==> config.mk <==
export PLATFORM = sky130hd
export DESIGN_NAME = bfdh_mix
export DESIGN_NICKNAME = d
export VERILOG_FILES = /design/src/rtl/bfdh_pkg.sv /design/src/rtl/bfdh_mix.sv
export SDC_FILE = /design/constraint.sdc
export NUM_CORES = 2
export LEC_CHECK = 0
export BUFFER_PORTS_ARGS = -buffer_cell sky130_fd_sc_hd__buf_2
export CORE_ASPECT_RATIO = 1.1
export CORE_MARGIN = 5
export CORE_UTILIZATION = 55
export CTS_BUF_LIST = sky130_fd_sc_hd__clkbuf_4 sky130_fd_sc_hd__clkbuf_8 sky130_fd_sc_hd__clkbuf_16
export CTS_CLUSTER_DIAMETER = 60
export CTS_CLUSTER_SIZE = 40
export DETAILED_ROUTE_END_ITERATION = 6
export PLACE_DENSITY_LB_ADDON = 0.25
export SLEW_MARGIN = 25
export SYNTH_ARGS = -nofsm -noshare
export SYNTH_HDL_FRONTEND = slang
export SYNTH_SLANG_ARGS = --single-unit
==> constraint.sdc <==
create_clock -name clk -period 10.5 [get_ports clk]
set_clock_uncertainty 0.1 [all_clocks]
set_input_delay 0.525 -clock clk [delete_from_list [all_inputs] [get_ports clk]]
set_output_delay 0.525 -clock clk [all_outputs]
set_load 0.005 [all_outputs]
==> src/rtl/bfdh_pkg.sv <==
// ----------------------------------------------------------------------------
// bfdh_pkg
// Shared types and constants for the double-hashing bloom filter.
// ----------------------------------------------------------------------------
package bfdh_pkg;

	localparam int STORE_BITS_LOG2_DEF = 16;

	localparam int KEY_W       = 32;
	localparam int SIZE_W      = 5;
	localparam int PROBE_W     = 4;
	localparam int CFG_W       = 5;
	localparam int CFG_IDX_W   = 2;
	localparam int PROBE_IDX_W = 3;
	localparam int WORD_W      = 64;
	localparam int BIT_SEL_W   = 6;

	localparam logic [CFG_IDX_W-1:0] REG_SIZE_LOG2   = 2'd0;
	localparam logic [CFG_IDX_W-1:0] REG_PROBE_COUNT = 2'd1;

	localparam logic [SIZE_W-1:0]  SIZE_LOG2_RST   = 5'd16;
	localparam logic [PROBE_W-1:0] PROBE_COUNT_RST = 4'd3;
	localparam logic [PROBE_W-1:0] MAX_PROBES      = 4'd8;

	// splitmix64 finalizer constants
	localparam logic [63:0] MIX_ADD  = 64'h9e37_79b9_7f4a_7c15;
	localparam logic [63:0] MIX_MUL1 = 64'hbf58_476d_1ce4_e5b9;
	localparam logic [63:0] MIX_MUL2 = 64'h94d0_49bb_1331_11eb;

	localparam int MIX_SH1 = 30;
	localparam int MIX_SH2 = 27;

	typedef enum logic [3:0] {
		ST_CLEAR,
		ST_IDLE,
		ST_MUL_LL,
		ST_MUL_LH,
		ST_MUL_HL,
		ST_XSH,
		ST_PROBE_RD,
		ST_PROBE_UPD,
		ST_DONE
	} state_t;

	typedef enum logic [1:0] {
		MUL_NONE,
		MUL_LL,
		MUL_LH,
		MUL_HL
	} mul_op_t;

	typedef struct packed {
		logic    load;
		mul_op_t mul_op;
		logic    round;
		logic    xsh;
	} mix_ctrl_t;

	typedef struct packed {
		logic rd_en;
		logic wr_en;
	} store_ctrl_t;

endpackage

==> src/rtl/bfdh_mix.sv <==
// ----------------------------------------------------------------------------
// bfdh_mix
// Second hash from the key hash: splitmix64 finalizer on one shared
// 32x32 multiplier, three partial products per 64-bit multiply.
// ----------------------------------------------------------------------------
module bfdh_mix (
	input  logic                           clk,
	input  bfdh_pkg::mix_ctrl_t            ctrl,
	input  logic [bfdh_pkg::KEY_W-1:0]     key_hash,
	output logic [bfdh_pkg::KEY_W-1:0]     h2
);

	logic [63:0] x_q;
	logic [63:0] acc_q;
	logic [63:0] cst;
	logic [63:0] v_load;
	logic [31:0] mul_a;
	logic [31:0] mul_b;
	logic [63:0] prod;

	assign cst    = ctrl.round ? bfdh_pkg::MIX_MUL2 : bfdh_pkg::MIX_MUL1;
	assign v_load = {32'd0, key_hash} + bfdh_pkg::MIX_ADD;

	// operand select for the shared multiplier
	always_comb begin
		case (ctrl.mul_op)
			bfdh_pkg::MUL_LL: begin
				mul_a = x_q[31:0];
				mul_b = cst[31:0];
			end
			bfdh_pkg::MUL_LH: begin
				mul_a = x_q[31:0];
				mul_b = cst[63:32];
			end
			bfdh_pkg::MUL_HL: begin
				mul_a = x_q[63:32];
				mul_b = cst[31:0];
			end
			default: begin
				mul_a = '0;
				mul_b = '0;
			end
		endcase
	end

	assign prod = {32'd0, mul_a} * {32'd0, mul_b};

	always_ff @(posedge clk) begin
		if (ctrl.load) begin
			x_q <= v_load ^ (v_load >> bfdh_pkg::MIX_SH1);
		end else if (ctrl.xsh) begin
			x_q <= acc_q ^ (acc_q >> bfdh_pkg::MIX_SH2);
		end
		case (ctrl.mul_op)
			bfdh_pkg::MUL_LL: acc_q <= prod;
			bfdh_pkg::MUL_LH,
			bfdh_pkg::MUL_HL: acc_q[63:32] <= acc_q[63:32] + prod[31:0];
			default: acc_q <= acc_q;
		endcase
	end

	// upper half of the final xor-shift 31 only touches bit 32, which is forced odd
	assign h2 = {acc_q[63:33], 1'b1};

endmodule

After elaboration in Yosys (flattened, before gate mapping)
Cells that the tools add are included.

Reductions and logical operators: 5. Mux-type cells: 6. $add $sub $neg: 2. Multipliers: 1. Bitwise gates (word level): 2. Equality and inequality tests: 3.

Operators with widths (count): 32-bit one-hot mux with 2 select lines (3); 64-bit 2-to-1 mux (2); 32-bit by 64-bit adder with 64-bit output (second input constant) (1); 32-bit by 32-bit multiplier with 64-bit output (1); 64-bit by 34-bit XOR with 64-bit output (1); 64-bit by 37-bit XOR with 64-bit output (1); 62-bit 2-to-1 mux (1); 32-bit adder (1); 2-bit OR reduction (3); 2-bit == test (second input constant) (2); 2-bit nonzero test (2); 2-bit by 1-bit == test with 1-bit output (second input constant) (1).

Logic and storage cells: 22. Bits in registers: 128. Output and inout bits: 32.

Longest topological paths before layout
Depth in word-level cells: 6. Gate-level depth with buffers: 45. Gate-level depth less buffers: 42.

Least setup slack after synthesis
No wires, ideal clock.

Kind: input to register. Start: input ctrl[3] in the netlist's numbering. End: register acc_q[63] (data pin). Data required time: 10.132 ns. Buffers on the path: 3. Stages on the path: 36. Data arrival time: 9.949 ns. Library setup time: 0.268 ns. Slack: 0.184 ns. Cell sequence: inv_1 > ha_1 > clkbuf_1 > clkbuf_1 > a22oi_1 > nor2_1 > clkinv_1 > nor2_1 > fa_1 > fa_1 > fa_1 > inv_1 > fa_1 > inv_1 > fa_1 > ha_1 > fa_1 > fa_1 > ha_1 > and4_1 > and2_1 > a221o_1 > a21oi_1 > xnor2_1 > ha_1 > clkbuf_1 > nand2_1 > a21oi_1 > a221oi_1 > nor2b_1 > a41oi_4 > o31ai_2 > o31a_1 > or4_1 > nand4_1 > o31ai_1.

Cells in the longest elaborated chain, start to end: 6. Elaborated cells on any way between the ends: 11.

Ends and longest elaborated chain: start, declared (line bfdh_mix.sv:8) `input bfdh_pkg::mix_ctrl_t ctrl,`; 2-bit == test or 2-bit by 1-bit == test with 1-bit output (tied branches) (line bfdh_mix.sv:26) `case (ctrl.mul_op)`; 2-bit OR reduction (no line); 32-bit one-hot mux with 2 select lines (line bfdh_mix.sv:26); 32-bit by 32-bit multiplier with 64-bit output (*) (line bfdh_mix.sv:46) `assign prod = {32'd0, mul_a} * {32'd0, mul_b};`; named net prod[20] (line bfdh_mix.sv:19) `logic [63:0] prod;`; 32-bit adder (*) (line bfdh_mix.sv:57) `bfdh_pkg::MUL_HL: acc_q[63:32] <= acc_q[63:32] + prod[31:0];`; 32-bit one-hot mux with 2 select lines (*) (line bfdh_mix.sv:54) `case (ctrl.mul_op)`; end signal, assigned (line bfdh_mix.sv:55) `bfdh_pkg::MUL_LL: acc_q <= prod;`; end signal, assigned (line bfdh_mix.sv:57); end signal, assigned (line bfdh_mix.sv:58) `default: acc_q <= acc_q;`; end, declared (line bfdh_mix.sv:14) `logic [63:0] acc_q;`.

The timed path passes the listed nets; every way through them passes the cells marked *. A chain may end at the register's enable or synchronous reset.

Worst setup path in the final report
Ends and elaborated chain as after synthesis.

==> metrics.txt <==
# TYPE chip_impl_metric gauge
chip_impl_info{name="rsz0062_at_grt",value="false"} 1
chip_impl_metric{name="report.final.slew_viol_count",unit=""} 0
chip_impl_metric{name="count_of_max_cap_constraint_violations",unit=""} 0
chip_impl_metric{name="sequential_cell_area",unit="mm^2"} 0.00384
chip_impl_info{name="clock_tree_from_tritoncts",value="done"} 1
chip_impl_metric{name="wl_per_cell",unit="um"} 25.7
chip_impl_metric{name="num_io_pins",unit=""} 70
chip_impl_metric{name="yosysWarningCount",unit=""} 0
chip_impl_metric{name="start_util",unit=""} 0.556
chip_impl_metric{name="fillerInstances",unit=""} 5819
chip_impl_metric{name="nets",unit=""} 5205
chip_impl_metric{name="layout_worst_path_cycle_share",unit=""} 0.960
chip_impl_metric{name="synth_area",unit="mm^2"} 0.0370
chip_impl_metric{name="first_pass_iters",unit=""} 6
chip_impl_metric{name="dieArea",unit="mm^2"} 0.0726
chip_impl_metric{name="area_growth_syn_to_layout",unit="%"} 7.94
chip_impl_metric{name="netlist-cell-type-count",unit=""} 71
chip_impl_metric{name="synth_enable_flop_cells",unit=""} 128
chip_impl_metric{name="total_global_route_track_usage",unit=""} 0.350
chip_impl_metric{name="placed_cell_area",unit="mm^2"} 0.0394
chip_impl_info{name="timing.critical_path.max_delay_family",value="adder cells"} 1
chip_impl_metric{name="dp.cells",unit=""} 4814
chip_impl_metric{name="max-slew-margin-rel",unit=""} 0.361
chip_impl_metric{name="synth_async_reset_ratio",unit=""} 0
chip_impl_metric{name="detailedPlace.worstSlack",unit="ns"} -0.250
chip_impl_metric{name="via_count_of_the_first_global_routing_pass",unit=""} 29500
chip_impl_metric{name="via_count",unit=""} 27700
chip_impl_info{name="crit_path_top_delay_cell",value="fa_1"} 1
chip_impl_metric{name="grt_antenna_before_repair",unit=""} 1
chip_impl_metric{name="req_time_crit_path",unit="ns"} 10.55
chip_impl_info{name="worst_path_most_repeated_cell",value="fa_1"} 1
chip_impl_metric{name="crit_fanout",unit=""} 32
chip_impl_metric{name="drc",unit=""} 0
chip_impl_metric{name="port_buffers",unit=""} 68
chip_impl_metric{name="fin_ws",unit="ns"} 0.420
chip_impl_info{name="crit_type",value="input pin to flop"} 1
chip_impl_metric{name="hold_viol_final",unit=""} 0
chip_impl_metric{name="final_area",unit="mm^2"} 0.0400
chip_impl_metric{name="drive_gt1_frac",unit=""} 0.0983
chip_impl_metric{name="cts_htree_levels",unit=""} 4
chip_impl_metric{name="netlist_instances",unit=""} 3835
chip_impl_metric{name="rows",unit=""} 99
chip_impl_metric{name="syn_area_cell",unit="um^2"} 9.65
chip_impl_metric{name="core_area",unit="mm^2"} 0.0665
chip_impl_metric{name="vias_per_cell",unit=""} 5.72
chip_impl_info{name="most_frequent_cells_in_the_layout",value="inv_1 (977), fa_1 (826), ha_1 (363)"} 1
chip_impl_metric{name="worst-slew-pin-transition",unit="ns"} 0.959
chip_impl_metric{name="insertion_delay_to_the_later_sink_of_the_worst_skew_pair",unit="ns"} 0.43
chip_impl_info{name="start_kind",value="input pin"} 1
chip_impl_metric{name="cts_made_buffers",unit=""} 17
chip_impl_metric{name="cp_buf_inv_count",unit=""} 10
chip_impl_metric{name="grt_overflow",unit=""} 0
chip_impl_metric{name="cts-root-to-sink-buffers",unit=""} 2
chip_impl_info{name="layout_commonest_cell",value="inv_1"} 1
chip_impl_metric{name="synth.ff_latch_count",unit=""} 128
chip_impl_metric{name="cts.sink_count",unit=""} 128
chip_impl_metric{name="largest_net_degree_at_the_start_of_global_routing",unit=""} 100
chip_impl_metric{name="finalNonFillerCells",unit=""} 4848
chip_impl_metric{name="final_core_utilization",unit=""} 0.601
chip_impl_info{name="worst_setup_path_end_kind",value="flop"} 1
chip_impl_metric{name="post_synthesis_sequential_area_ratio",unit=""} 0.104
chip_impl_metric{name="vertical_die_dimension",unit="um"} 282
chip_impl_metric{name="grt_first_pass_wirelength",unit="um"} 187000
chip_impl_info{name="clk_root_buf",value="clkbuf_16"} 1
chip_impl_info{name="timing.hold.worst.class",value="input pin to flop"} 1
chip_impl_metric{name="ant_nets",unit=""} 0
chip_impl_metric{name="worst_ep_arrival_time",unit="ns"} 10.13
chip_impl_metric{name="multi_input_area",unit="mm^2"} 0.0288
chip_impl_metric{name="cts_hold_repair.buffers",unit=""} 0
chip_impl_metric{name="dp.final_hpwl",unit="um"} 112000
chip_impl_metric{name="synth_fp_nets",unit=""} 5064
chip_impl_metric{name="clk_pin_slew_worst_paths",unit="ns"} 0.06
chip_impl_metric{name="gp_congestion",unit=""} 1.04
chip_impl_info{name="run_status",value="finished clean"} 1
chip_impl_metric{name="report.final.setup_viol",unit=""} 0
chip_impl_metric{name="dr.first_iter.drc_count",unit=""} 2777
chip_impl_info{name="postSynth.topFlopCell",value="edfxtp_1"} 1
chip_impl_metric{name="die_w",unit="um"} 257
chip_impl_metric{name="final.min_clock_period",unit="ns"} 10.08
chip_impl_metric{name="drt_wl_total",unit="um"} 124000
chip_impl_metric{name="fmaxAchievable",unit="MHz"} 99.2
chip_impl_metric{name="cp_slowest_stage_delay",unit="ns"} 0.58
Yosys cell counts, types with 6 or more instances:
master / n / area (um^2)
inv_1: 977 / 3670
fa_1: 826 / 16500
ha_1: 365 / 4570
nor2_1: 348 / 1310
nand2_1: 200 / 751
a21oi_1: 138 / 691
edfxtp_1: 128 / 3840
clkbuf_1: 113 / 424
o21ai_0: 93 / 465
xnor2_1: 75 / 657
xor2_1: 74 / 648
or2_2: 57 / 357
a21o_1: 44 / 330
and3_1: 41 / 257
a22oi_1: 33 / 248
buf_4: 32 / 240
nor2b_1: 25 / 156
o21bai_1: 21 / 158
nand2b_1: 19 / 119
nand3_1: 19 / 95.1
nand4_1: 18 / 113
a211oi_1: 16 / 120
nor3_1: 15 / 75.1
a31oi_1: 12 / 75.1
o21ai_1: 12 / 60.1
o21a_1: 10 / 75.1
or3_1: 10 / 62.6
and2_1: 8 / 50.1
clkinv_1: 8 / 30.0
o22ai_1: 7 / 43.8
a211o_1: 6 / 52.6
a221o_1: 6 / 60.1
buf_1: 6 / 22.5
o31ai_1: 6 / 45.0
routing by layer:
metal	wire, um	track usage	vias up
li1	-	-	12000
met1	46400	0.454	13900
met2	57800	0.569	1431
met3	10700	0.0562	361
met4	9560	0.199	0
met5	0	0	-
path summary, 6_finish.rpt:
path | start | end | slack, ns | cells past startpoint
hold reg to reg | acc_q[4] | x_q[4] | 0.56 | 2
setup / recovery | ctrl[3] | acc_q[63] | 0.42 | 38
setup reg to reg | x_q[16] | acc_q[63] | 0.94 | 34
hold / removal | key_hash[29] | x_q[29] | 0.43 | 3
metrics by stage:
step | TNS (ns) | hold slack [ns]
CTS | 0 | 0.423
detailed placement | -0.333 | 0.528
finish | 0 | 0.431
floorplan | 0 | 0.487
global placement | -0.131 | 0.515
global route | 0 | 0.448
final cells by class:
type,instances,area share
Clock buffer,19,0.0110
Sequential cell,128,0.0962
Multi-Input combinational cell,2570,0.722
Antenna cell,1,0.0000626
Clock inverter,13,0.00288
Inverter,985,0.0926
Timing Repair Buffer,274,0.0485
Tap cell,858,0.0269
worst min-delay path: stages:
cell,delay (ns)
buf_2,0.10
xor2_1,0.08
a21oi_1,0.13
state kept, by name, indices dropped and copies added (netlist names):
signal	flops
x_q	64
acc_q	64
cells by family after synthesis:
kind of cell	count (synthesis)	synth area share
adders and majority gates	1191	0.570
buffers and inverters	1137	0.119
and+or+nand+nor	779	0.0944
AOI/OAI and AO/OA	446	0.0766
xor gates and xnor gates	149	0.0353
DFF	128	0.104
muxes	4	0.00112
other	1	0.000101
what timing repair did:
action | 4_1_cts | 5_1_grt
setup buffers | 0 | 1
endpoints found under the setup margin | 0 | 5
resized for setup | 0 | 9
Power is not shown: default switching activity piles up to over one toggle a cycle in this logic, so the estimate is an artifact.
